==> src/rtl/assert_macros.svh <==
// ----------------------------------------------------------------------------
// assertion macros
// shared concurrent assertion forms, sampled on clk_i, off while rst_ni is low
// ----------------------------------------------------------------------------
`ifndef ASSERT_MACROS_SVH
`define ASSERT_MACROS_SVH

// same-cycle implication
`define RILB_ASSERT_IMP(lbl, ante, cons, msg) \
  lbl: assert property (@(posedge clk_i) disable iff (!rst_ni) (ante) |-> (cons)) \
    else $error(msg);

// next-cycle implication
`define RILB_ASSERT_NXT(lbl, ante, cons, msg) \
  lbl: assert property (@(posedge clk_i) disable iff (!rst_ni) (ante) |=> (cons)) \
    else $error(msg);

`endif

==> src/rtl/rilb_ram.sv <==
// ----------------------------------------------------------------------------
// rilb_ram
// simple dual-port ram, one write and one registered read per cycle
// ----------------------------------------------------------------------------
`timescale 1ns / 1ps

module rilb_ram #(
  parameter int unsigned WIDTH = 8,
  parameter int unsigned DEPTH = 256,
  localparam int unsigned ADDR_BITS = $clog2(DEPTH)
) (
  input  logic                 clk_i,
  input  logic                 we_i,
  input  logic [ADDR_BITS-1:0] waddr_i,
  input  logic [WIDTH-1:0]     wdata_i,
  input  logic                 re_i,
  input  logic [ADDR_BITS-1:0] raddr_i,
  output logic [WIDTH-1:0]     rdata_o
);

  logic [WIDTH-1:0] mem_q [DEPTH];
  logic [WIDTH-1:0] rdata_q;

  always_ff @(posedge clk_i) begin
    if (we_i) begin
      mem_q[waddr_i] <= wdata_i;
    end
    if (re_i) begin
      rdata_q <= mem_q[raddr_i];
    end
  end

  assign rdata_o = rdata_q;

endmodule

==> config.mk <==
export PLATFORM = sky130hd
export DESIGN_NAME = rilb_ram
export DESIGN_NICKNAME = d
export VERILOG_FILES = /design/src/rtl/assert_macros.svh /design/src/rtl/rilb_ram.sv
export SDC_FILE = /design/constraint.sdc
export NUM_CORES = 2
export LEC_CHECK = 0
export ABC_AREA = 1
export BUFFER_PORTS_ARGS = -buffer_cell sky130_fd_sc_hd__buf_2
export CORE_MARGIN = 3
export CORE_UTILIZATION = 45
export CTS_BUF_LIST = sky130_fd_sc_hd__clkbuf_4 sky130_fd_sc_hd__clkbuf_8 sky130_fd_sc_hd__clkbuf_16
export CTS_CLUSTER_SIZE = 16
export DETAILED_ROUTE_END_ITERATION = 6
export HOLD_SLACK_MARGIN = 0.12
export SLEW_MARGIN = 30
export SYNTH_ARGS = -nofsm -noshare
export SYNTH_HDL_FRONTEND = slang
export SYNTH_SLANG_ARGS = --single-unit
export TNS_END_PERCENT = 10
==> constraint.sdc <==
create_clock -name clk_i -period 4.1 [get_ports clk_i]
set_input_delay 0.82 -clock clk_i [delete_from_list [all_inputs] [get_ports clk_i]]
set_output_delay 0.82 -clock clk_i [all_outputs]
set_load 0.1 [all_outputs]
; ---- After elaboration in Yosys (flattened, before gate mapping)
; Memories as Yosys holds them, arrays and structs flattened. A register that Yosys moved wholly into a read port is not among the register bits.
; Cells that the tools add are included.
[totals]
regBits = 0
ram_bits = 2048
elab_cells = 3
memories = 1
[memory_table]
columns = name, depth, word_bits, read_ports, rd_clocked_by_memory_dff, wr, line
row1 = mem_q, 256, 8, 1, 1, 1, rilb_ram.sv:21  ; logic [WIDTH-1:0] mem_q [DEPTH];
[op_classes]
muxes = 2
[op_table]
columns = cell, count
row1 = $mux 1, 2

; ---- Depth between registers and ports, before layout
[depth]
depth_word = 2
mapped_depth = 15

; ---- Worst setup path after synthesis
; OpenSTA, ideal clock, no wires.
[synth_path]
path_type = in2reg
startpoint = input port we_i
endpoint = memory mem_q[162][0] (enable)
setup_time_ns = 0.370
t_arrival_ns = 1.941
required_ns = 3.730
setup_slack_ns = 1.789
cell_stages = 4
path_buffers = 2
path_cell_list = clkbuf_1 nand3_1 clkbuf_1 nor2_1
[synth_between]
elab_chain_cells = 2
[synth_lines]
columns = element, line
row1 = from (decl), rilb_ram.sv:13  ; input logic we_i,
row2 = $mux 1, rilb_ram.sv:25  ; if (we_i) begin
row3 = $mux 1 (implied by the code), rilb_ram.sv:26  ; mem_q[waddr_i] <= wdata_i;
row4 = to (decl), rilb_ram.sv:21
; Every way passes these cells.

==> impl_metrics.tcl <==
set metrics [dict create \
    place_inst 9278 \
    cap_viol_max_count 0 \
    r2r_slack_ns 2.02 \
    track_usage 0.242 \
    dp_hpwl_um 136000 \
    netlist_area_um2 83500 \
    clk_latency_ns 0.83 \
    worstSetupEndpointType "flop" \
    ys.warnings.count 0 \
    wl_per_cell_um 24.2 \
    yosys.area_share.xor_xnor 0 \
    pin_count 35 \
    critPathMostFrequentCell "nand3_1" \
    cts.sinks 2056 \
    synth_compound_area_frac 0 \
    grt_max_degree 133 \
    cts_setup_buffers 0 \
    coreArea_um2 184000 \
    p_total_uw 44400 \
    overflow 0 \
    final.setup.worst_slack_ns 1.27 \
    nFillCells 15700 \
    first_pass_iters 6 \
    seq_area_frac_synth 0.740 \
    path_class "input pin to flop" \
    ant_nets 0 \
    drive_gt1_frac 0.0867 \
    start_util 0.454 \
    fin_crit_sh 0.690 \
    holdPathStages 1 \
    cpPeakStageDelay_ns 0.41 \
    drv_slew 0 \
    root_buffer "clkbuf_16" \
    syn_inst 7003 \
    r2r-end "rdata_o[1]$_DFFE_PP_" \
    multi_input_area_um2 19200 \
    gp_congestion 0.888 \
    highest_layer "met5" \
    numCtsBuffers 205 \
    hold_path_end "mem_q[108][6]$_DFFE_PP_" \
    cts-resized-gates 0 \
    clock_skew_ns 0.0337 \
    slowest_stage "inv_8" \
    area_growth_pct 12.4 \
    routed-wl-met3_um 19400 \
    hold_class "input pin to flop" \
    antenna_found_initial 9 \
    viasPerCell 5.68 \
    cts_tree "built" \
    outcome "finished clean" \
    synth_top_area_frac 0.740 \
    relSlewSlack 0.331 \
    synth_nets 7030 \
    synth_fa_ha_area_frac 0 \
    critPathMaxFanout 37 \
    dp_slack_ns 0.504 \
    critPathArrivalTime_ns 3.39 \
    synth_top_family_by_area "simple AND/OR/NAND/NOR gates" \
    final_nets 7048 \
    synth_seq_cells 2056 \
    dieArea_um2 191000 \
    ir_drop_mv 0.444 \
    synth_area_per_cell_um2 11.9 \
    clkTransAtPathRegs_ns 0.06 \
    wl_um 234000 \
    critPathLaunchType "input pin" \
    rows 157 \
    final_cell_mix "2115 x nand2_1, 2056 x edfxtp_1, 2019 x nand3_1, 283 x nor2_1, 207 x clkbuf_16" \
    hp-start "wdata_i[6]" \
    vias 54800 \
    setup-tns-final_ns 0 \
    synth_top_area_cell "edfxtp_1" \
    power_density_nw_per_um2 473 \
    drc_errors 0 \
    crit_start "raddr_i[1]" \
    cts_htree_levels 4 \
    die_h_um 437 \
    routed-wl-met2_um 109000 \
    cts_buffer_depth 3 \
    portBuffers 34 \
    p_leak_uw 0.0326 \
    synth_cell_types 13 \
    stdcell_count 9651 \
    synthSimpleGateAreaFrac 0.229 \
    r2r_start "mem_q[99][1]$_DFFE_PP_" \
    path_cells "buf_8 -> inv_8 -> buf_12 -> buf_4 -> nand3_1 -> nand3_1 -> nand3_1 -> nand3_1 -> nand3_1 -> nand3_1 -> nand2_1 -> nand2_1 -> nand2_1" \
    wl_met1_um 96400 \
    yosys-top-cells-area "edfxtp_1 74%, nand3_1 12%, nand2_1 9.5%" \
    synth.area.mux_share 0 \
    seqCellArea_um2 61700 \
    min_period_ns 2.83 \
    hold_viol 0 \
    layout.cells.most_common "nand2_1" \
    drt-initial-drc-count 6354 \
    die_x_um 437 \
    rsz0062_at_grt "no" \
    cts_hold_buffers 0 \
    required_ns 4.67 \
    reg2regPathDepth 10 \
    fmax_mhz 354 \
    grt_pass1_vias 52400 \
    tightest_slew_ns 1.00 \
    setup_viol 0 \
    grt_first_pass_wirelength_um 347000 \
]
## cells by family (layout without fill, tap and decap cells)
| logic type | after synthesis | count (layout) |
|---|---|---|
| simple gates | 4425 | 4425 |
| flops | 2056 | 2056 |
| buf+inv | 522 | 703 |
| other cells | 0 | 3 |
## critical path, delay by kind of cell
family        cells  cell delay, ns
simple gates      9            1.23
buf+inv           4            1.16
## report_power, final
part | total (µW) | internal, µW | switching (µW)
registers | 23200 | 23200 | 29.3
logic | 2790 | 684 | 2100
clock network | 18400 | 10600 | 7820
total | 44400 | 34400 | 9960
## cell type report
type	count	share of cell area
flip-flops and latches	2056	0.658
multi-input cells	4425	0.204
clock buffers	250	0.0587
well taps	2464	0.0329
repair buffers	294	0.0326
clock inverters	120	0.0115
inverters	39	0.00192
diodes	3	0.0000800
## registers in the layout (all words and copies together) (netlist names)
| register | count |
|---|---|
| mem_q | 2048 |
| rdata_o | 8 |
## metal layers
layer,track usage,vias to the layer above
met2,0.381,2446
met4,0.0899,4
met1,0.338,27000
met5,0,-
li1,-,24900
met3,0.0427,450
## cells in the mapped netlist (all sizes together)
cell type  number
inv            39
nand3        2019
buf           371
clkbuf        112
nor2          283
nand2        2123
edfxtp       2056
## worst max-delay path by stage
stage | to | depth (start not counted)
floorplan | mem_q[162][0]$_DFFE_PP_ | 4
global placement | rdata_o[5]$_DFFE_PP_ | 12
detailed placement | rdata_o[5]$_DFFE_PP_ | 12
CTS | rdata_o[4] | 1
global route | rdata_o[1]$_DFFE_PP_ | 13
finish | rdata_o[5]$_DFFE_PP_ | 13
## per-stage QoR
step | instance area, µm² | utilization | hold slack, ns
after floorplan | 83500 | - | 0.911
after global placement | 87200 | 0.475 | 1.05
after detailed placement | 87200 | 0.475 | 1.01
after CTS | 93800 | 0.511 | 0.357
after global routing | 93800 | 0.511 | 0.380
final | 93800 | 0.511 | 0.409
Power figures use the tool's default switching activity.
