`src/rtl/assert_macros.svh`:
```
// ----------------------------------------------------------------------------
// assertion macros
// shared concurrent assertion forms, sampled on clk_i, off while rst_ni is low
// ----------------------------------------------------------------------------
`ifndef ASSERT_MACROS_SVH
`define ASSERT_MACROS_SVH

// same-cycle implication
`define RILB_ASSERT_IMP(lbl, ante, cons, msg) \
  lbl: assert property (@(posedge clk_i) disable iff (!rst_ni) (ante) |-> (cons)) \
    else $error(msg);

// next-cycle implication
`define RILB_ASSERT_NXT(lbl, ante, cons, msg) \
  lbl: assert property (@(posedge clk_i) disable iff (!rst_ni) (ante) |=> (cons)) \
    else $error(msg);

`endif

```
`src/rtl/rilb_pkg.sv`:
```
// ----------------------------------------------------------------------------
// rilb_pkg
// constants, types and arithmetic helpers of the row iir low-pass filter
// ----------------------------------------------------------------------------
`timescale 1ns / 1ps

package rilb_pkg;

  // sizing
  localparam int unsigned MAX_WIDTH          = 2048;
  localparam int unsigned COEF_FRACTION_BITS = 16;

  // fixed field widths
  localparam int unsigned PIX_W       = 8;
  localparam int unsigned COLUMN_W    = 11;
  localparam int unsigned STRENGTH_W  = 17;
  localparam int unsigned ROW_WIDTH_W = 12;
  localparam int unsigned CFG_DATA_W  = 17;
  localparam int unsigned CFG_IDX_W   = 1;

  // derived widths
  localparam int unsigned COL_W     = $clog2(MAX_WIDTH);
  localparam int unsigned W_W       = $clog2(MAX_WIDTH + 1);
  localparam int unsigned ADDR_W    = COL_W + 1;
  localparam int unsigned RAM_DEPTH = 2 ** ADDR_W;
  localparam int unsigned COEF_W    = COEF_FRACTION_BITS + 2;
  localparam int unsigned PROD_W    = COEF_W + PIX_W;
  localparam int unsigned SUM_W     = COEF_W + 10;

  localparam int unsigned MIN_WIDTH = 4;
  localparam logic [ROW_WIDTH_W-1:0] ROW_WIDTH_RESET = ROW_WIDTH_W'(2048);
  localparam logic [STRENGTH_W-1:0]  ONE_Q16 = STRENGTH_W'(65536);
  localparam logic [PIX_W-1:0]       PIX_MAX = {PIX_W{1'b1}};

  typedef enum logic {
    ACT_PIXEL = 1'b0,
    ACT_DRAIN = 1'b1
  } action_e;

  typedef enum logic [CFG_IDX_W-1:0] {
    REG_STRENGTH  = CFG_IDX_W'(0),
    REG_ROW_WIDTH = CFG_IDX_W'(1)
  } cfg_reg_e;

  typedef struct packed {
    logic [COEF_W-1:0] a;
    logic [COEF_W-1:0] b;
    logic [COEF_W-1:0] cm;
  } coef_t;

  typedef struct packed {
    logic             valid;
    logic [PIX_W-1:0] x;
    logic [COL_W-1:0] col;
    logic             bank;
    logic             pass_thru;
  } fwd_req_t;

  typedef struct packed {
    logic             valid;
    logic [COL_W-1:0] col;
    logic             bank;
    logic             pass_thru;
    logic             last;
  } emit_req_t;

  typedef struct packed {
    logic              en;
    logic [ADDR_W-1:0] addr;
    logic [PIX_W-1:0]  data;
  } wr_port_t;

  typedef struct packed {
    logic              en;
    logic [ADDR_W-1:0] addr;
  } rd_port_t;

  function automatic logic [STRENGTH_W-1:0] clamp_pole(input logic [STRENGTH_W-1:0] s);
    return (s > ONE_Q16) ? ONE_Q16 : s;
  endfunction

  // a = (1-r)^2 in q2.f
  function automatic logic [COEF_W-1:0] calc_coef_a(input logic [STRENGTH_W-1:0] s);
    logic [STRENGTH_W-1:0]   q;
    logic [2*STRENGTH_W-1:0] sq;
    logic [63:0]             t;
    q  = ONE_Q16 - clamp_pole(s);
    sq = (2*STRENGTH_W)'(q) * (2*STRENGTH_W)'(q);
    t  = (64'(sq) << COEF_FRACTION_BITS) >> 32;
    return COEF_W'(t);
  endfunction

  // b = 2r in q2.f
  function automatic logic [COEF_W-1:0] calc_coef_b(input logic [STRENGTH_W-1:0] s);
    logic [63:0] t;
    t = (64'(clamp_pole(s)) << (COEF_FRACTION_BITS + 1)) >> 16;
    return COEF_W'(t);
  endfunction

  // magnitude of c = -r^2 in q2.f
  function automatic logic [COEF_W-1:0] calc_coef_cm(input logic [STRENGTH_W-1:0] s);
    logic [STRENGTH_W-1:0]   r;
    logic [2*STRENGTH_W-1:0] sq;
    logic [63:0]             t;
    r  = clamp_pole(s);
    sq = (2*STRENGTH_W)'(r) * (2*STRENGTH_W)'(r);
    t  = (64'(sq) << COEF_FRACTION_BITS) >> 32;
    return COEF_W'(t);
  endfunction

  localparam coef_t COEF_RESET = '{
    a:  calc_coef_a('0),
    b:  calc_coef_b('0),
    cm: calc_coef_cm('0)
  };

  // ax + b*y1 - cm*y2, truncated to integer and clipped to pixel range
  function automatic logic [PIX_W-1:0] rilb_filt(input logic [PROD_W-1:0] ax,
                                                 input logic [PIX_W-1:0]  y1,
                                                 input logic [PIX_W-1:0]  y2,
                                                 input coef_t             c);
    logic [PROD_W-1:0]       by1;
    logic [PROD_W-1:0]       cy2;
    logic signed [SUM_W-1:0] s;
    logic [SUM_W-1:0]        v;
    logic [PIX_W-1:0]        res;
    by1 = PROD_W'(c.b) * PROD_W'(y1);
    cy2 = PROD_W'(c.cm) * PROD_W'(y2);
    s   = $signed(SUM_W'(ax)) + $signed(SUM_W'(by1)) - $signed(SUM_W'(cy2));
    v   = $unsigned(s) >> COEF_FRACTION_BITS;
    if (s < 0) begin
      res = '0;
    end else if (v > SUM_W'(PIX_MAX)) begin
      res = PIX_MAX;
    end else begin
      res = PIX_W'(v);
    end
    return res;
  endfunction

endpackage

```
`src/rtl/rilb_fwd.sv`:
```
// ----------------------------------------------------------------------------
// rilb_fwd
// left-to-right recursion, writes each filtered pixel into the row store
// ----------------------------------------------------------------------------
`timescale 1ns / 1ps
`include "assert_macros.svh"

module rilb_fwd import rilb_pkg::*; (
  input  logic     clk_i,
  input  logic     rst_ni,
  input  coef_t    coef_i,
  input  fwd_req_t req_i,
  output wr_port_t wr_o
);

  logic              p1_v_q;
  logic [PIX_W-1:0]  p1_x_q;
  logic [PROD_W-1:0] p1_ax_q;
  logic [COL_W-1:0]  p1_col_q;
  logic              p1_bank_q;
  logic              p1_pass_q;
  logic [PIX_W-1:0]  fwd1_q, fwd2_q;
  logic [PIX_W-1:0]  y;

  // product with the input term is taken ahead of the feedback loop
  always_ff @(posedge clk_i) begin
    if (req_i.valid) begin
      p1_x_q    <= req_i.x;
      p1_ax_q   <= PROD_W'(coef_i.a) * PROD_W'(req_i.x);
      p1_col_q  <= req_i.col;
      p1_bank_q <= req_i.bank;
      p1_pass_q <= req_i.pass_thru;
    end
  end

  assign y = p1_pass_q ? p1_x_q : rilb_filt(p1_ax_q, fwd1_q, fwd2_q, coef_i);

  always_ff @(posedge clk_i or negedge rst_ni) begin
    if (!rst_ni) begin
      p1_v_q <= 1'b0;
      fwd1_q <= '0;
      fwd2_q <= '0;
    end else begin
      p1_v_q <= req_i.valid;
      if (p1_v_q) begin
        fwd2_q <= fwd1_q;
        fwd1_q <= y;
      end
    end
  end

  assign wr_o.en   = p1_v_q;
  assign wr_o.addr = {p1_bank_q, p1_col_q};
  assign wr_o.data = y;

  `RILB_ASSERT_IMP(a_edge_unfiltered, wr_o.en && (p1_col_q <= COL_W'(1)), wr_o.data == p1_x_q, "left edge pixel was filtered")

endmodule

```
`config.mk`:
```
export PLATFORM = sky130hd
export DESIGN_NAME = rilb_fwd
export DESIGN_NICKNAME = d
export VERILOG_FILES = /design/src/rtl/rilb_pkg.sv /design/src/rtl/rilb_fwd.sv
export VERILOG_INCLUDE_DIRS = /design/src /design/src/rtl
export SDC_FILE = /design/constraint.sdc
export NUM_CORES = 1
export LEC_CHECK = 0
export BUFFER_PORTS_ARGS = -buffer_cell sky130_fd_sc_hd__buf_2
export CAP_MARGIN = 20
export CELL_PAD_IN_SITES_DETAIL_PLACEMENT = 1
export CELL_PAD_IN_SITES_GLOBAL_PLACEMENT = 1
export CORE_UTILIZATION = 25
export CTS_CLUSTER_SIZE = 25
export DETAILED_ROUTE_END_ITERATION = 6
export GPL_ROUTABILITY_DRIVEN = 0
export GPL_TIMING_DRIVEN = 0
export PLACE_DENSITY_LB_ADDON = 0.3
export SYNTH_ARGS = -nofsm -noshare
export SYNTH_HDL_FRONTEND = slang
export SYNTH_SLANG_ARGS = --single-unit
```
`constraint.sdc`:
```
create_clock -name clk_i -period 22.5 [get_ports clk_i]
set_clock_uncertainty 0.05 [all_clocks]
set_input_delay 4.5 -clock clk_i [delete_from_list [all_inputs] [get_ports clk_i]]
set_output_delay 4.5 -clock clk_i [all_outputs]
set_load 0.02 [all_outputs]
```
## After elaboration in Yosys (flattened, before gate mapping)

Cells that the tools add are included.

- Register bits: 64
- Bits in latches: 0
- RAM bits: 0
- Memory bits (read-only): 0
- Output and inout port bits: 21
- Word-level logic and storage cells: 18
- Memories kept: 0

- $add $sub $neg: 2
- Multipliers: 3
- Divide/modulo/power cells: 0
- $lt $le $gt $ge: 2
- Eq/ne operators: 0
- Shift operators: 0
- Mux-type cells: 3
- Bitwise gates (word level): 0
- Reductions and logical operators: 0

Operators with widths:

| kind | number |
|---|---|
| multiplier 18 x 8 -> 26 bit | 3 |
| < comparator 28 x 1 -> 1 bit (second input constant) | 1 |
| subtractor 27 x 26 -> 28 bit | 1 |
| adder 26 x 26 -> 27 bit | 1 |
| two-way mux 8 bit | 3 |
| greater-than comparator 12 x 8 -> 1 bit (second input constant) | 1 |

## Longest topological paths before layout

- Depth after elaboration: 7
- Depth in mapped cells: 24
- Gate-level depth less buffers: 23

## Least setup slack after synthesis

OpenSTA, ideal clock, no wires.

- Path type: in2out
- From: input port coef_i[14] (netlist name)
- To: output port wr_o[2] (netlist name)
- Arrival: 10339 ps
- Path slack: 7611 ps
- Cell stages on the path: 22
- Path buffers: 1
- Cell sequence: clkbuf_1 > nand2_1 > fa_1 > inv_1 > fa_1 > fa_1 > inv_1 > fa_1 > fa_1 > inv_1 > fa_1 > inv_1 > ha_1 > a21oi_1 > o211ai_1 > o21ai_1 > a21oi_4 > o211a_4 > o21ai_4 > mux2i_4 > nor4_2 > o31ai_1

RTL lines:

| item | RTL line | source |
|---|---|---|
| start: declaration | rilb_fwd.sv:11 | `input coef_t coef_i,` |
| end: declaration | rilb_fwd.sv:13 | `output wr_port_t wr_o` |

==> impl_table.tex <==
\begin{tabular}{lr}
\hline
Metric & Value \\
\hline
\multicolumn{2}{l}{\textbf{Placed design}} \\
\quad Detailed placement HPWL & 40600 µm \\
\quad Dpl ws & 6.65 ns \\
\quad Post-placement cell count & 2652 \\
\quad Number of buffers inserted by port buffering & 92 \\
\multicolumn{2}{l}{\textbf{STA}} \\
\quad Final Critical Period & 15.77 ns \\
\quad Maximum clock frequency & 0.0634 GHz \\
\quad Final-report max-slew violation count & 0 \\
\quad RSZ-0062 raised after global routing & no \\
\quad Max-slew headroom & 30.9\% \\
\quad Total negative setup slack & 0 ns \\
\quad Number of endpoints with negative hold slack in the final report & 0 \\
\quad Worst slew pin tran & 1.04 ns \\
\quad Period utilisation layout & 70.1\% \\
\quad Smallest setup slack after layout & 6.73 ns \\
\quad Final setup vio count & 0 \\
\multicolumn{2}{l}{\textbf{Route}} \\
\quad Total wire length after detailed routing & 46200 µm \\
\quad Detailed-route vias per instance & 4.29 \\
\quad Highest metal layer with signal wires & met4 \\
\quad Routed length per instance & 17.3 µm \\
\quad Sum of met2 wire segment lengths after detailed routing & 22400 µm \\
\quad Violation count after the first detailed-routing iteration & 307 \\
\quad DRC errors left & 0 \\
\quad Total vias in the final route & 11400 \\
\quad Length of the first detailed-routing pass in iterations & 4 \\
\quad Post-DRT Antenna Nets & 0 \\
\quad Routed wire length on met3 & 1380 µm \\
\quad Metal-1 WL & 21600 µm \\
\multicolumn{2}{l}{\textbf{Clock tree}} \\
\quad Source-to-sink clock delay at the later pin of the worst-skew pair & 0.34 ns \\
\quad Clock-pin slew on the worst setup and hold paths & 0.05 ns \\
\quad Number of buffers inserted by post-CTS setup repair & 0 \\
\quad Maximum number of buffers from clock root to sink & 2 \\
\quad Clock tree from TritonCTS & done \\
\quad Root Buffer & clkbuf\_16 \\
\quad Level count of the clock H-tree & 3 \\
\quad Hold bufs inserted after CTS & 0 \\
\quad CTS sink cnt & 64 \\
\quad Post-cts sizing count & 0 \\
\quad Cts bufs inserted & 9 \\
\multicolumn{2}{l}{\textbf{Logic synthesis}} \\
\quad Number of warnings reported in the yosys synthesis log & 0 \\
\quad Leading cell types by total area after synthesis & fa\_1 45\%, inv\_1 9.9\%, ha\_1 9.4\%, edfxtp\_1 8.7\%, and2\_1 7.1\% \\
\quad Syn Std Cell Area & 0.0162 mm² \\
\quad Post-Synthesis Mean Instance Area & 9.44 µm² \\
\quad Largest area contributor in the synthesized netlist & fa\_1 \\
\quad Number of flip-flops and latches in the synthesized netlist & 64 \\
\quad Most common cell in the netlist & inv\_1 \\
\quad Share of synthesized registers carrying an async set or reset & 26.6\% \\
\quad Mapped Nets & 2274 \\
\quad Number of flops mapped to enable cells by yosys & 47 \\
\quad Top post-synthesis cells by count & 428 x inv\_1, 361 x fa\_1, 281 x nand2\_1, 184 x and2\_1, 121 x ha\_1 \\
\quad Number of distinct library cells after synthesis & 58 \\
\quad Predominant post-synthesis flop cell & edfxtp\_1 \\
\quad Post-synthesis sequential area ratio & 11.3\% \\
\quad Top-area cell type share of the netlist area & 44.7\% \\
\quad Cells after Synth & 1714 \\
\multicolumn{2}{l}{\textbf{Floorplanning}} \\
\quad Effective utilization at floorplan & 25.5\% \\
\quad Die area & 0.0658 mm² \\
\quad Standard-cell row count & 92 \\
\quad Die W & 256 µm \\
\quad Overall die height & 256 µm \\
\quad Number of ports placed on the die boundary & 99 \\
\quad Core ar. & 0.0635 mm² \\
\multicolumn{2}{l}{\textbf{Outcome}} \\
\quad Run status & finished clean \\
\multicolumn{2}{l}{\textbf{Finish}} \\
\quad Fraction of layout cells with a size suffix above 1 & 7.79\% \\
\quad Number of non-filler instances in the completed layout & 2669 \\
\quad Number of nets in the finished design & 2377 \\
\quad Layout area overhead & 11.1\% \\
\multicolumn{2}{l}{\textbf{Global routing}} \\
\quad Antenna violations before repair & 3 \\
\quad Overall Global Routing Usage & 14.6\% \\
\quad Wire length of the first global-routing pass & 74900 µm \\
\quad Via count of the first global-routing pass & 13200 \\
\quad Largest net degree at the start of global routing & 49 \\
\quad Global route total overflow & 0 \\
\multicolumn{2}{l}{\textbf{Flow run}} \\
\quad Max-cap violation count & 0 \\
\multicolumn{2}{l}{\textbf{Worst setup path}} \\
\quad Startpoint type of the worst setup path & input pin \\
\quad Required time of the critical path & 17.95 ns \\
\quad Data arrival time of the critical path & 11.22 ns \\
\quad Kind of capture point of the worst setup path & output pin \\
\quad Kind of critical path & input pin to output pin \\
\quad Crit path max fanout & 8 \\
\multicolumn{2}{l}{\textbf{Worst hold path}} \\
\quad Classification of the worst-slack hold path & flip-flop to flip-flop \\
\hline
\end{tabular}
-- sequential cells by signal (all words and copies together), names as in the netlist --
signal / count
p1_bank_q: 1
p1_x_q: 8
p1_pass_q: 1
p1_ax_q: 26
fwd1_q: 8
p1_col_q: 11
p1_v_q: 1
fwd2_q: 8
-- routing by layer --
metal	global-route usage [%]	up-vias
met5	0	-
met4	3.26	0
met3	0.959	27
met2	25.0	167
met1	20.2	5982
li1	-	5267
-- critical path, cell delays in order --
cell,delay (ns)
clkbuf_1,0.39
nand2_1,0.16
fa_1,0.57
inv_1,0.06
fa_1,0.45
fa_1,0.54
inv_1,0.05
fa_1,0.53
fa_1,0.52
inv_1,0.05
fa_1,0.48
inv_1,0.05
ha_1,0.28
a21oi_1,0.19
o211ai_1,0.16
nor3_2,0.26
a21oi_4,0.15
o211a_4,0.30
o21ai_4,0.17
mux2i_4,0.45
nor2_1,0.15
a31oi_1,0.46
buf_2,0.27
-- logic make-up after synthesis --
family / count (synthesis) / share of synthesized area [%]
buf+inv: 484 / 11.3
xor+xnor: 27 / 1.51
fa+ha+maj: 482 / 54.0
flops: 64 / 11.3
compound gates: 114 / 4.95
mux: 9 / 0.696
simple gates: 534 / 16.2
-- worst paths after layout --
| path | slack (ns) | cells after the start | endpoint | from |
|---|---|---|---|---|
| max | 6.73 | 23 | wr_o[1] | coef_i[10] |
| max reg2reg | 15.00 | 23 | fwd1_q[2]$_DFFE_PN0P_ | fwd2_q[5]$_DFFE_PN0P_ |
| min | 0.50 | 2 | fwd1_q[4]$_DFFE_PN0P_ | p1_x_q[4]$_DFFE_PP_ |
| min reg2reg | 0.50 | 2 | fwd1_q[4]$_DFFE_PN0P_ | p1_x_q[4]$_DFFE_PP_ |
| max in group asynchronous | 18.06 | 1 | fwd1_q[7]$_DFFE_PN0P_ | rst_ni |
| min in group asynchronous | 4.04 | 1 | p1_v_q$_DFF_PN0_ | rst_ni |
-- final cells by class --
class,count,area [µm²]
Buffer,56,218
Clock inverter,6,42.5
Antenna cell,1,2.50
Timing Repair Buffer,92,460
Multi-Input combinational cell,1166,12500
Fill cell,7432,45600
Tap cell,846,1060
Sequential cell,64,1840
Inverter,428,1610
Clock buffer,10,239
-- placed cells by master (no fill, tap or decap), drive strengths merged, types with 2 or more instances in the layout --
cell	n
o211ai	2
a21o	12
a31oi	3
nand4	3
o211a	2
or3	4
nor4	6
nand2b	6
nand2	282
clkbuf	64
o31ai	9
o21ai	30
o31a	2
or2	3
mux2	8
nand3	9
nor2b	6
a21oi	29
o21a	5
buf	94
edfxtp	47
dfrtp	17
xor2	10
fa	361
ha	121
o21bai	2
inv	430
o41ai	2
and2	184
and3	2
clkinv	4
nor2	17
a211oi	8
xnor2	17
nor3	11
-- stage by stage --
stage               utilization, %  area [µm²]  hold WS [ns]
floorplan                        -       16200         0.429
global placement              27.9       17700         0.457
detailed placement            27.9       17700         0.479
CTS                           28.3       18000         0.492
global route                  28.3       18000         0.539
finish                        28.3       18000         0.496
Power is not shown: default switching activity piles up to over one toggle a cycle in this logic, so the estimate is an artifact.
