### src/rtl/assert_macros.svh
// ----------------------------------------------------------------------------
// assertion macros
// shared concurrent assertion forms, sampled on clk_i, off while rst_ni is low
// ----------------------------------------------------------------------------
`ifndef ASSERT_MACROS_SVH
`define ASSERT_MACROS_SVH

// same-cycle implication
`define RILB_ASSERT_IMP(lbl, ante, cons, msg) \
  lbl: assert property (@(posedge clk_i) disable iff (!rst_ni) (ante) |-> (cons)) \
    else $error(msg);

// next-cycle implication
`define RILB_ASSERT_NXT(lbl, ante, cons, msg) \
  lbl: assert property (@(posedge clk_i) disable iff (!rst_ni) (ante) |=> (cons)) \
    else $error(msg);

`endif

### src/rtl/rilb_pkg.sv
// ----------------------------------------------------------------------------
// rilb_pkg
// constants, types and arithmetic helpers of the row iir low-pass filter
// ----------------------------------------------------------------------------
`timescale 1ns / 1ps

package rilb_pkg;

  // sizing
  localparam int unsigned MAX_WIDTH          = 2048;
  localparam int unsigned COEF_FRACTION_BITS = 16;

  // fixed field widths
  localparam int unsigned PIX_W       = 8;
  localparam int unsigned COLUMN_W    = 11;
  localparam int unsigned STRENGTH_W  = 17;
  localparam int unsigned ROW_WIDTH_W = 12;
  localparam int unsigned CFG_DATA_W  = 17;
  localparam int unsigned CFG_IDX_W   = 1;

  // derived widths
  localparam int unsigned COL_W     = $clog2(MAX_WIDTH);
  localparam int unsigned W_W       = $clog2(MAX_WIDTH + 1);
  localparam int unsigned ADDR_W    = COL_W + 1;
  localparam int unsigned RAM_DEPTH = 2 ** ADDR_W;
  localparam int unsigned COEF_W    = COEF_FRACTION_BITS + 2;
  localparam int unsigned PROD_W    = COEF_W + PIX_W;
  localparam int unsigned SUM_W     = COEF_W + 10;

  localparam int unsigned MIN_WIDTH = 4;
  localparam logic [ROW_WIDTH_W-1:0] ROW_WIDTH_RESET = ROW_WIDTH_W'(2048);
  localparam logic [STRENGTH_W-1:0]  ONE_Q16 = STRENGTH_W'(65536);
  localparam logic [PIX_W-1:0]       PIX_MAX = {PIX_W{1'b1}};

  typedef enum logic {
    ACT_PIXEL = 1'b0,
    ACT_DRAIN = 1'b1
  } action_e;

  typedef enum logic [CFG_IDX_W-1:0] {
    REG_STRENGTH  = CFG_IDX_W'(0),
    REG_ROW_WIDTH = CFG_IDX_W'(1)
  } cfg_reg_e;

  typedef struct packed {
    logic [COEF_W-1:0] a;
    logic [COEF_W-1:0] b;
    logic [COEF_W-1:0] cm;
  } coef_t;

  typedef struct packed {
    logic             valid;
    logic [PIX_W-1:0] x;
    logic [COL_W-1:0] col;
    logic             bank;
    logic             pass_thru;
  } fwd_req_t;

  typedef struct packed {
    logic             valid;
    logic [COL_W-1:0] col;
    logic             bank;
    logic             pass_thru;
    logic             last;
  } emit_req_t;

  typedef struct packed {
    logic              en;
    logic [ADDR_W-1:0] addr;
    logic [PIX_W-1:0]  data;
  } wr_port_t;

  typedef struct packed {
    logic              en;
    logic [ADDR_W-1:0] addr;
  } rd_port_t;

  function automatic logic [STRENGTH_W-1:0] clamp_pole(input logic [STRENGTH_W-1:0] s);
    return (s > ONE_Q16) ? ONE_Q16 : s;
  endfunction

  // a = (1-r)^2 in q2.f
  function automatic logic [COEF_W-1:0] calc_coef_a(input logic [STRENGTH_W-1:0] s);
    logic [STRENGTH_W-1:0]   q;
    logic [2*STRENGTH_W-1:0] sq;
    logic [63:0]             t;
    q  = ONE_Q16 - clamp_pole(s);
    sq = (2*STRENGTH_W)'(q) * (2*STRENGTH_W)'(q);
    t  = (64'(sq) << COEF_FRACTION_BITS) >> 32;
    return COEF_W'(t);
  endfunction

  // b = 2r in q2.f
  function automatic logic [COEF_W-1:0] calc_coef_b(input logic [STRENGTH_W-1:0] s);
    logic [63:0] t;
    t = (64'(clamp_pole(s)) << (COEF_FRACTION_BITS + 1)) >> 16;
    return COEF_W'(t);
  endfunction

  // magnitude of c = -r^2 in q2.f
  function automatic logic [COEF_W-1:0] calc_coef_cm(input logic [STRENGTH_W-1:0] s);
    logic [STRENGTH_W-1:0]   r;
    logic [2*STRENGTH_W-1:0] sq;
    logic [63:0]             t;
    r  = clamp_pole(s);
    sq = (2*STRENGTH_W)'(r) * (2*STRENGTH_W)'(r);
    t  = (64'(sq) << COEF_FRACTION_BITS) >> 32;
    return COEF_W'(t);
  endfunction

  localparam coef_t COEF_RESET = '{
    a:  calc_coef_a('0),
    b:  calc_coef_b('0),
    cm: calc_coef_cm('0)
  };

  // ax + b*y1 - cm*y2, truncated to integer and clipped to pixel range
  function automatic logic [PIX_W-1:0] rilb_filt(input logic [PROD_W-1:0] ax,
                                                 input logic [PIX_W-1:0]  y1,
                                                 input logic [PIX_W-1:0]  y2,
                                                 input coef_t             c);
    logic [PROD_W-1:0]       by1;
    logic [PROD_W-1:0]       cy2;
    logic signed [SUM_W-1:0] s;
    logic [SUM_W-1:0]        v;
    logic [PIX_W-1:0]        res;
    by1 = PROD_W'(c.b) * PROD_W'(y1);
    cy2 = PROD_W'(c.cm) * PROD_W'(y2);
    s   = $signed(SUM_W'(ax)) + $signed(SUM_W'(by1)) - $signed(SUM_W'(cy2));
    v   = $unsigned(s) >> COEF_FRACTION_BITS;
    if (s < 0) begin
      res = '0;
    end else if (v > SUM_W'(PIX_MAX)) begin
      res = PIX_MAX;
    end else begin
      res = PIX_W'(v);
    end
    return res;
  endfunction

endpackage

### src/rtl/rilb_if.sv
// ----------------------------------------------------------------------------
// rilb interfaces
// valid/ready channels for pixel beats, result beats and register writes
// ----------------------------------------------------------------------------
`timescale 1ns / 1ps

interface rilb_in_if import rilb_pkg::*; ();
  logic             valid;
  logic             ready;
  logic             action;
  logic [PIX_W-1:0] pixel_in;

  modport source (output valid, output action, output pixel_in, input ready);
  modport sink   (input valid, input action, input pixel_in, output ready);
endinterface


interface rilb_cfg_if import rilb_pkg::*; ();
  logic                  valid;
  logic                  ready;
  logic [CFG_IDX_W-1:0]  index;
  logic [CFG_DATA_W-1:0] wdata;

  modport source (output valid, output index, output wdata, input ready);
  modport sink   (input valid, input index, input wdata, output ready);
endinterface

### src/rtl/rilb_ctrl.sv
// ----------------------------------------------------------------------------
// rilb_ctrl
// register file, column counters and bank select; issues per-beat requests
// ----------------------------------------------------------------------------
`timescale 1ns / 1ps
`include "assert_macros.svh"

module rilb_ctrl import rilb_pkg::*; (
  input  logic      clk_i,
  input  logic      rst_ni,
  rilb_in_if.sink   in_if,
  rilb_cfg_if.sink  cfg_if,
  input  logic      take_ok_i,
  output coef_t     coef_o,
  output fwd_req_t  fwd_req_o,
  output emit_req_t emit_req_o
);

  coef_t                  coef_q, coef_d;
  logic [ROW_WIDTH_W-1:0] row_width_q, row_width_d;
  logic [COL_W-1:0]       in_column_q, in_column_d;
  logic [COL_W-1:0]       out_column_q, out_column_d;
  logic [W_W-1:0]         pend_len_q, pend_len_d;
  logic                   write_bank_q, write_bank_d;
  logic                   row_pending_q, row_pending_d;

  logic           accept;
  logic           is_pixel;
  logic [W_W-1:0] eff_w;
  logic [W_W:0]   in_col_x;
  logic [W_W:0]   out_col_x;
  logic           f_pass;
  logic           row_end;
  logic           e_pass;
  logic           e_last;

  assign cfg_if.ready = 1'b1;
  assign in_if.ready  = take_ok_i;
  assign accept       = in_if.valid && take_ok_i;
  assign is_pixel     = action_e'(in_if.action) == ACT_PIXEL;

  // register writes
  always_comb begin
    coef_d      = coef_q;
    row_width_d = row_width_q;
    if (cfg_if.valid) begin
      case (cfg_reg_e'(cfg_if.index))
        REG_STRENGTH: begin
          coef_d.a  = calc_coef_a(cfg_if.wdata[STRENGTH_W-1:0]);
          coef_d.b  = calc_coef_b(cfg_if.wdata[STRENGTH_W-1:0]);
          coef_d.cm = calc_coef_cm(cfg_if.wdata[STRENGTH_W-1:0]);
        end
        REG_ROW_WIDTH: begin
          row_width_d = cfg_if.wdata[ROW_WIDTH_W-1:0];
        end
        default: begin
        end
      endcase
    end
  end

  // width clamp and edge detection
  always_comb begin
    if (row_width_q < ROW_WIDTH_W'(MIN_WIDTH)) begin
      eff_w = W_W'(MIN_WIDTH);
    end else if (32'(row_width_q) > MAX_WIDTH) begin
      eff_w = W_W'(MAX_WIDTH);
    end else begin
      eff_w = W_W'(row_width_q);
    end
    in_col_x  = (W_W+1)'(in_column_q);
    out_col_x = (W_W+1)'(out_column_q);
    f_pass    = (in_column_q <= COL_W'(1)) ||
                (in_col_x + (W_W+1)'(2) >= (W_W+1)'(eff_w));
    row_end   = in_col_x + (W_W+1)'(1) >= (W_W+1)'(eff_w);
    e_pass    = (out_column_q <= COL_W'(1)) ||
                (out_col_x + (W_W+1)'(2) >= (W_W+1)'(pend_len_q));
    e_last    = out_column_q == '0;
  end

  // emit first from the stored row, then take the new pixel
  always_comb begin
    in_column_d   = in_column_q;
    out_column_d  = out_column_q;
    pend_len_d    = pend_len_q;
    write_bank_d  = write_bank_q;
    row_pending_d = row_pending_q;
    if (accept) begin
      if (row_pending_q) begin
        if (e_last) begin
          row_pending_d = 1'b0;
        end else begin
          out_column_d = out_column_q - COL_W'(1);
        end
      end
      if (is_pixel) begin
        if (row_end) begin
          pend_len_d    = W_W'(in_col_x + (W_W+1)'(1));
          out_column_d  = in_column_q;
          row_pending_d = 1'b1;
          write_bank_d  = ~write_bank_q;
          in_column_d   = '0;
        end else begin
          in_column_d = in_column_q + COL_W'(1);
        end
      end
    end
  end

  always_ff @(posedge clk_i or negedge rst_ni) begin
    if (!rst_ni) begin
      coef_q        <= COEF_RESET;
      row_width_q   <= ROW_WIDTH_RESET;
      in_column_q   <= '0;
      out_column_q  <= '0;
      pend_len_q    <= '0;
      write_bank_q  <= 1'b0;
      row_pending_q <= 1'b0;
    end else begin
      coef_q        <= coef_d;
      row_width_q   <= row_width_d;
      in_column_q   <= in_column_d;
      out_column_q  <= out_column_d;
      pend_len_q    <= pend_len_d;
      write_bank_q  <= write_bank_d;
      row_pending_q <= row_pending_d;
    end
  end

  assign coef_o = coef_q;

  always_comb begin
    fwd_req_o.valid     = accept && is_pixel;
    fwd_req_o.x         = in_if.pixel_in;
    fwd_req_o.col       = in_column_q;
    fwd_req_o.bank      = write_bank_q;
    fwd_req_o.pass_thru = f_pass;

    emit_req_o.valid     = accept && row_pending_q;
    emit_req_o.col       = out_column_q;
    emit_req_o.bank      = ~write_bank_q;
    emit_req_o.pass_thru = e_pass;
    emit_req_o.last      = e_last;
  end

  `RILB_ASSERT_NXT(a_row_end_swaps, accept && is_pixel && row_end, row_pending_q && (write_bank_q != $past(write_bank_q)), "row end did not swap banks")
  `RILB_ASSERT_IMP(a_out_col_in_row, row_pending_q, 32'(out_column_q) < 32'(pend_len_q), "emit column beyond stored row")

endmodule

### src/flat_wrapper.sv
// flat-port wrapper written by rule: the top's interface ports become plain ports
module rilb_ctrl_flat import rilb_pkg::*;
  (clk_i, rst_ni, take_ok_i, coef_o, fwd_req_o, emit_req_o, in_if_valid, in_if_action, in_if_pixel_in, in_if_ready, cfg_if_valid, cfg_if_index, cfg_if_wdata, cfg_if_ready);
  rilb_in_if in_if_i ();
  rilb_cfg_if cfg_if_i ();
  input  logic clk_i;
  input  logic rst_ni;
  input  logic take_ok_i;
  output coef_t coef_o;
  output fwd_req_t fwd_req_o;
  output emit_req_t emit_req_o;
  input wire logic [$bits(in_if_i.valid)-1:0] in_if_valid;
  input wire logic [$bits(in_if_i.action)-1:0] in_if_action;
  input wire logic [$bits(in_if_i.pixel_in)-1:0] in_if_pixel_in;
  output wire logic [$bits(in_if_i.ready)-1:0] in_if_ready;
  input wire logic [$bits(cfg_if_i.valid)-1:0] cfg_if_valid;
  input wire logic [$bits(cfg_if_i.index)-1:0] cfg_if_index;
  input wire logic [$bits(cfg_if_i.wdata)-1:0] cfg_if_wdata;
  output wire logic [$bits(cfg_if_i.ready)-1:0] cfg_if_ready;
  assign in_if_i.valid = in_if_valid;
  assign in_if_i.action = in_if_action;
  assign in_if_i.pixel_in = in_if_pixel_in;
  assign in_if_ready = in_if_i.ready;
  assign cfg_if_i.valid = cfg_if_valid;
  assign cfg_if_i.index = cfg_if_index;
  assign cfg_if_i.wdata = cfg_if_wdata;
  assign cfg_if_ready = cfg_if_i.ready;
  rilb_ctrl u_core (.clk_i(clk_i), .rst_ni(rst_ni), .in_if(in_if_i), .cfg_if(cfg_if_i), .take_ok_i(take_ok_i), .coef_o(coef_o), .fwd_req_o(fwd_req_o), .emit_req_o(emit_req_o));
endmodule
### config.mk
export PLATFORM = sky130hd
export DESIGN_NAME = rilb_ctrl_flat
export DESIGN_NICKNAME = d
export VERILOG_FILES = /design/src/rtl/rilb_pkg.sv /design/src/rtl/rilb_if.sv /design/src/rtl/rilb_ctrl.sv /design/src/flat_wrapper.sv
export VERILOG_INCLUDE_DIRS = /design/src /design/src/rtl
export SDC_FILE = /design/constraint.sdc
export NUM_CORES = 1
export LEC_CHECK = 0
export BUFFER_PORTS_ARGS = -buffer_cell sky130_fd_sc_hd__buf_4
export CAP_MARGIN = 40
export CORE_MARGIN = 2
export CORE_UTILIZATION = 65
export DETAILED_ROUTE_END_ITERATION = 12
export MAX_ROUTING_LAYER = met4
export PLACE_DENSITY = 0.85
export SETUP_SLACK_MARGIN = 0.4
export SKIP_CTS_REPAIR_TIMING = 1
export SYNTH_ARGS = -nofsm -noshare
export SYNTH_HDL_FRONTEND = slang
export SYNTH_SLANG_ARGS = --single-unit
### constraint.sdc
create_clock -name clk_i -period 4 [get_ports clk_i]
set_input_delay 0.2 -clock clk_i [delete_from_list [all_inputs] [get_ports clk_i]]
set_output_delay 0.2 -clock clk_i [all_outputs]
set_load 0.03 [all_outputs]
# --- After elaboration in Yosys (flattened, before gate mapping) ---
# Cells that the tools add are included.
word_totals:
  ff_bits: 101
  latchBits: 0
  ram_bits: 0
  mem_bits_ro: 0
  inputBits: 32
  output_inout_bits: 93
  wordCells: 50
  mem_count: 0
op_classes:
  n_addsub: 6
  mul: 2
  div: 0
  magnitude_cmp: 8
  n_eq_ne: 0
  n_shift: 0
  mux: 12
  bitwise: 3
  reduce_logical: 10
ops:
  columns: ["cell", "n"]
  rows:
  - ["$mul A17 B17 Y34", 2]
  - ["$mux W11", 5]
  - ["$ge A13 B12 Y1", 3]
  - ["$add A11 B2 Y12 const B", 2]
  - ["$mux W12", 2]
  - ["$le A11 B1 Y1 const B", 2]
  - ["$gt A17 B17 Y1 const B", 1]
  - ["$mux W17", 1]
  - ["$sub A17 B17 Y17 const A", 1]
  - ["$add A11 B1 Y12 const B", 1]
  - ["$gt A12 B12 Y1 const B", 1]
  - ["$lt A12 B3 Y1 const B", 1]
  - ["$add A11 B1 Y11 const B", 1]
  - ["$logic_not A11 Y1", 1]
  - ["$sub A11 B1 Y11 const B", 1]
  - ["$reduce_and A2 Y1", 3]
  - ["$mux W1", 4]
  - ["$logic_and A1 B1 Y1", 3]
  - ["$not A1 Y1", 3]
  - ["$reduce_and A3 Y1", 1]
  - ["$logic_or A1 B1 Y1", 2]

# --- Depth between registers and ports, before layout ---
logic_depth:
  ltp_word: 6
  mapped_depth: 33
  mapped_depth_nobuf: 30

# --- Worst setup path before layout ---
# No wires, ideal clock.
synth_timing:
  path_kind: "in2reg"
  from: "in cfg_if_wdata[8]"
  to: "reg u_core.coef_q (netlist bit u_core.coef_o[45])"
  setup_time_ns: 0.133
  arrival_ns: 7.273
  required_ns: 3.867
  slack_ns: -3.406
  stages: 31
  path_buffers: 4
  cell_sequence: "buf_6 > or4_4 > or3_1 > o41ai_2 > buf_4 > and2_1 > buf_6 > inv_2 > o21a_1 > buf_6 > clkinv_8 > nor2_2 > fa_1 > inv_1 > fa_1 > inv_1 > fa_1 > fa_1 > fa_1 > inv_1 > fa_1 > inv_1 > ha_1 > a21o_1 > o21bai_1 > a21oi_1 > nand3_1 > a221oi_1 > o21ai_0 > xnor2_1 > o21ai_0"
synth_via:
  elab_chain_len: 4
synth_lines:
  columns: ["element", "line", "source"]
  rows:
  - ["start: declaration", "flat_wrapper.sv:18", "input wire logic [$bits(cfg_if_i.wdata)-1:0] cfg_if_wdata;"]
  - ["$gt A17 B17 Y1", "rilb_pkg.sv:79", "return (s > ONE_Q16) ? ONE_Q16 : s;"]
  - ["$mux W17 *", "rilb_pkg.sv:79", null]
  - ["$sub A17 B17 Y17 *", "rilb_pkg.sv:87", "q = ONE_Q16 - clamp_pole(s);"]
  - ["$mul A17 B17 Y34 *", "rilb_pkg.sv:88", "sq = (2*STRENGTH_W)'(q) * (2*STRENGTH_W)'(q);"]
  - ["end signal: assignment", "rilb_ctrl.sv:120", "coef_q <= coef_d;"]
  - ["end: declaration", "rilb_ctrl.sv:19", "coef_t coef_q, coef_d;"]
# Every way passes the cells marked *; elsewhere a longest branch is shown, timed or not.
# A chain may end at the register's enable or synchronous reset.

# --- Worst setup path after layout ---
layout_timing:
  from: "in cfg_if_wdata[9]"
  to: "reg u_core.coef_q (netlist bit u_core.coef_o[51])"
# Same word-level chain as after synthesis.

==> flow_summary.toml <==
[outcome]
status = "finished, violations left"
violations = "negative setup slack"

[finish]
final_layout_size_suffix_gt1_share_pct = 25.4
mostFrequentLayoutCells = "554 x inv_1, 456 x buf_4, 359 x fa_1"
fin_area_um2 = 26600
fin_nets = 3459
final_common_cell = "inv_1"
utilization_pct = 82.1
syn_to_final_growth_pct = 24.7

[min_path]
hp-class = "in2reg"

[setup_path]
crit_path_end_kind = "flip-flop"
cpPeakStageDelay_ps = 560
setup.worst_path.start = "cfg_if_wdata[9]"
cp_slowest_cell = "or4_4"
path_max_fanout = 7
crit_end = "u_core.coef_o[51]"
crit_required_ps = 4250
reg2reg_from = "u_core.in_column_q[2]"
crit_arrival_ps = 7730
crit_type = "in2reg"
r2r_end = "u_core.out_column_q[1]"
rrSetupSlack_ps = 540
reg2regPathDepth = 15
worstSetupStartpointType = "input pin"

[sta]
max_freq_mhz = 134
slew_headroom_pct = 40.5
worst_slew_pin_slew_ps = 893
setup_viol = 36
clock_skew_ps = 14.2
setup_ws_ps = -3480
slew_violations = 0
fin_crit_sh_pct = 187
fin_crit_ps = 7480
fin_hold_ws_ps = 63.1
grt_setup_unrepaired = "true"
hold_violations = 0

[global_route]
grt.overflow.total = 0
grt_start_max_net_pins = 60
grt_pass1_vias = 19835
track_usage_pct = 37.4
antenna_found_initial = 2
grt_pass1_wl_um = 95900

[logic_synthesis]
yosys_warnings = 0
syn_area_um2 = 21300
synth_cells = 2384
synth_edf_count = 0
yosysUniqueCellTypes = 67
synthFlopType = "dfrtp_1"
avgSynthCellArea_um2 = 8.95
ys_seq_elements = 101
ys_async_sr_fraction_pct = 100
yosysSeqAreaShare_pct = 11.9

[routing]
top_layer = "met4"
first_pass_iters = 5
viasPerCell = 5.64
routed_wl_um = 61600
m1WireLength_um = 22300
met2_length_um = 31500
wl_per_cell_um = 19.0
vias = 18310
drtIter0Drc = 1297
wl_met3_um = 4670
antenna_left = 0
drc = 0

[clock_network]
path_clk_slew_ps = 90
cts_tree = "done"
cts_buffers = 9
cts_root_buffer = "clkbuf_16"
cts_sinks = 101
htree_levels = 3
clockBufferDepth = 2
clock_latency_ps = 400

[run]
maxCapViolCount = 0

[floorplan]
ios = 125
start_util_pct = 65.8
dieArea_um2 = 34300
die_y_um = 185
fp.coreArea_um2 = 32500
rows = 66
die_w_um = 185

[placement]
io_buffer_count = 106
gp_congestion = 0.977
dp_hpwl_um = 48600
post_dp_cell_area_um2 = 25200
place_ws_ps = -4090
==> worst max-delay path, delay by kind of cell <==
kind / cells / cell delay (ps)
AND/OR/NAND/NOR: 7 / 1820
buffers and inverters: 6 / 650
AO/OA/AOI/OAI: 7 / 1630
XOR/XNOR: 1 / 140
adder cells (fa/ha/maj): 7 / 3280
==> metal layers <==
layer,vias up,GRT usage (%)
met2,876,63.8
met3,244,6.55
li1,8090,-
met1,9100,43.2
met4,0,17.0
met5,-,-
==> cells by family (layout without fill, tap and decap cells) <==
group	Yosys count	after routing	share of synthesized area, %
buf+inv	688	1080	12.6
simple gates	575	575	12.2
compound gates	281	281	8.35
fa+ha+maj	632	632	50.3
other cells	2	28	0.0352
xor+xnor	89	89	3.72
flops	101	101	11.9
mux	16	16	0.844
==> cells in the mapped netlist, types with 9 or more instances <==
master / n / share of area, %
a21oi_1: 65 / 1.5
ha_1: 254 / 15
buf_4: 18 / 0.63
fa_1: 378 / 35
xnor2_1: 56 / 2.3
nand3_1: 18 / 0.42
o21ai_0: 80 / 1.9
nor3_1: 16 / 0.38
nand4_1: 15 / 0.44
nand2b_1: 15 / 0.44
and2_1: 34 / 1.0
a21o_1: 44 / 1.5
nor2_1: 104 / 1.8
o21a_1: 11 / 0.39
inv_1: 574 / 10
o31ai_1: 17 / 0.60
xor2_1: 31 / 1.3
dfrtp_1: 99 / 12
nand2_1: 288 / 5.1
nor2b_1: 9 / 0.26
clkbuf_1: 69 / 1.2
and3_1: 35 / 1.0
mux2_2: 16 / 0.84
==> stage by stage <==
step / setup TNS [ps] / std cells
detailed placement: -133750 / 3186
floorplan: -102020 / 2408
global route: -119810 / 3244
finish: -113590 / 3244
global placement: -126890 / 3185
CTS: -120470 / 3202
==> state kept, by name, indices dropped and copies added, names as in the netlist <==
signal and cells:
u_core.in_column_q 11, u_core.row_pending_q 1, u_core.coef_o 53, u_core.pend_len_q 12
u_core.out_column_q 11, u_core.write_bank_q 1, u_core.row_width_q 12
==> cell type report <==
type / instances / area (µm²)
multi-input cells: 1619 / 17300
clock buffers: 9 / 225
well taps: 442 / 553
flip-flops and latches: 101 / 2530
clock inverters: 7 / 95.1
fillers: 1840 / 5820
diodes: 2 / 5.00
inverters: 585 / 2220
repair buffers: 479 / 3710
==> worst min-delay path by stage <==
stage	startpoint	to	slack, ps	cells after the start
floorplan	rst_ni	u_core.coef_o[0]	-100	0
global placement	rst_ni	u_core.write_bank_q	350	1
detailed placement	rst_ni	u_core.out_column_q[4]	360	1
CTS	rst_ni	u_core.out_column_q[4]	-70	1
global route	cfg_if_wdata[1]	u_core.row_width_q[1]	70	2
finish	cfg_if_wdata[1]	u_core.row_width_q[1]	60	2
Power is left out: the tool's default activity adds up to more than one toggle a clock period on the data nets, which glitch-free logic cannot reach.
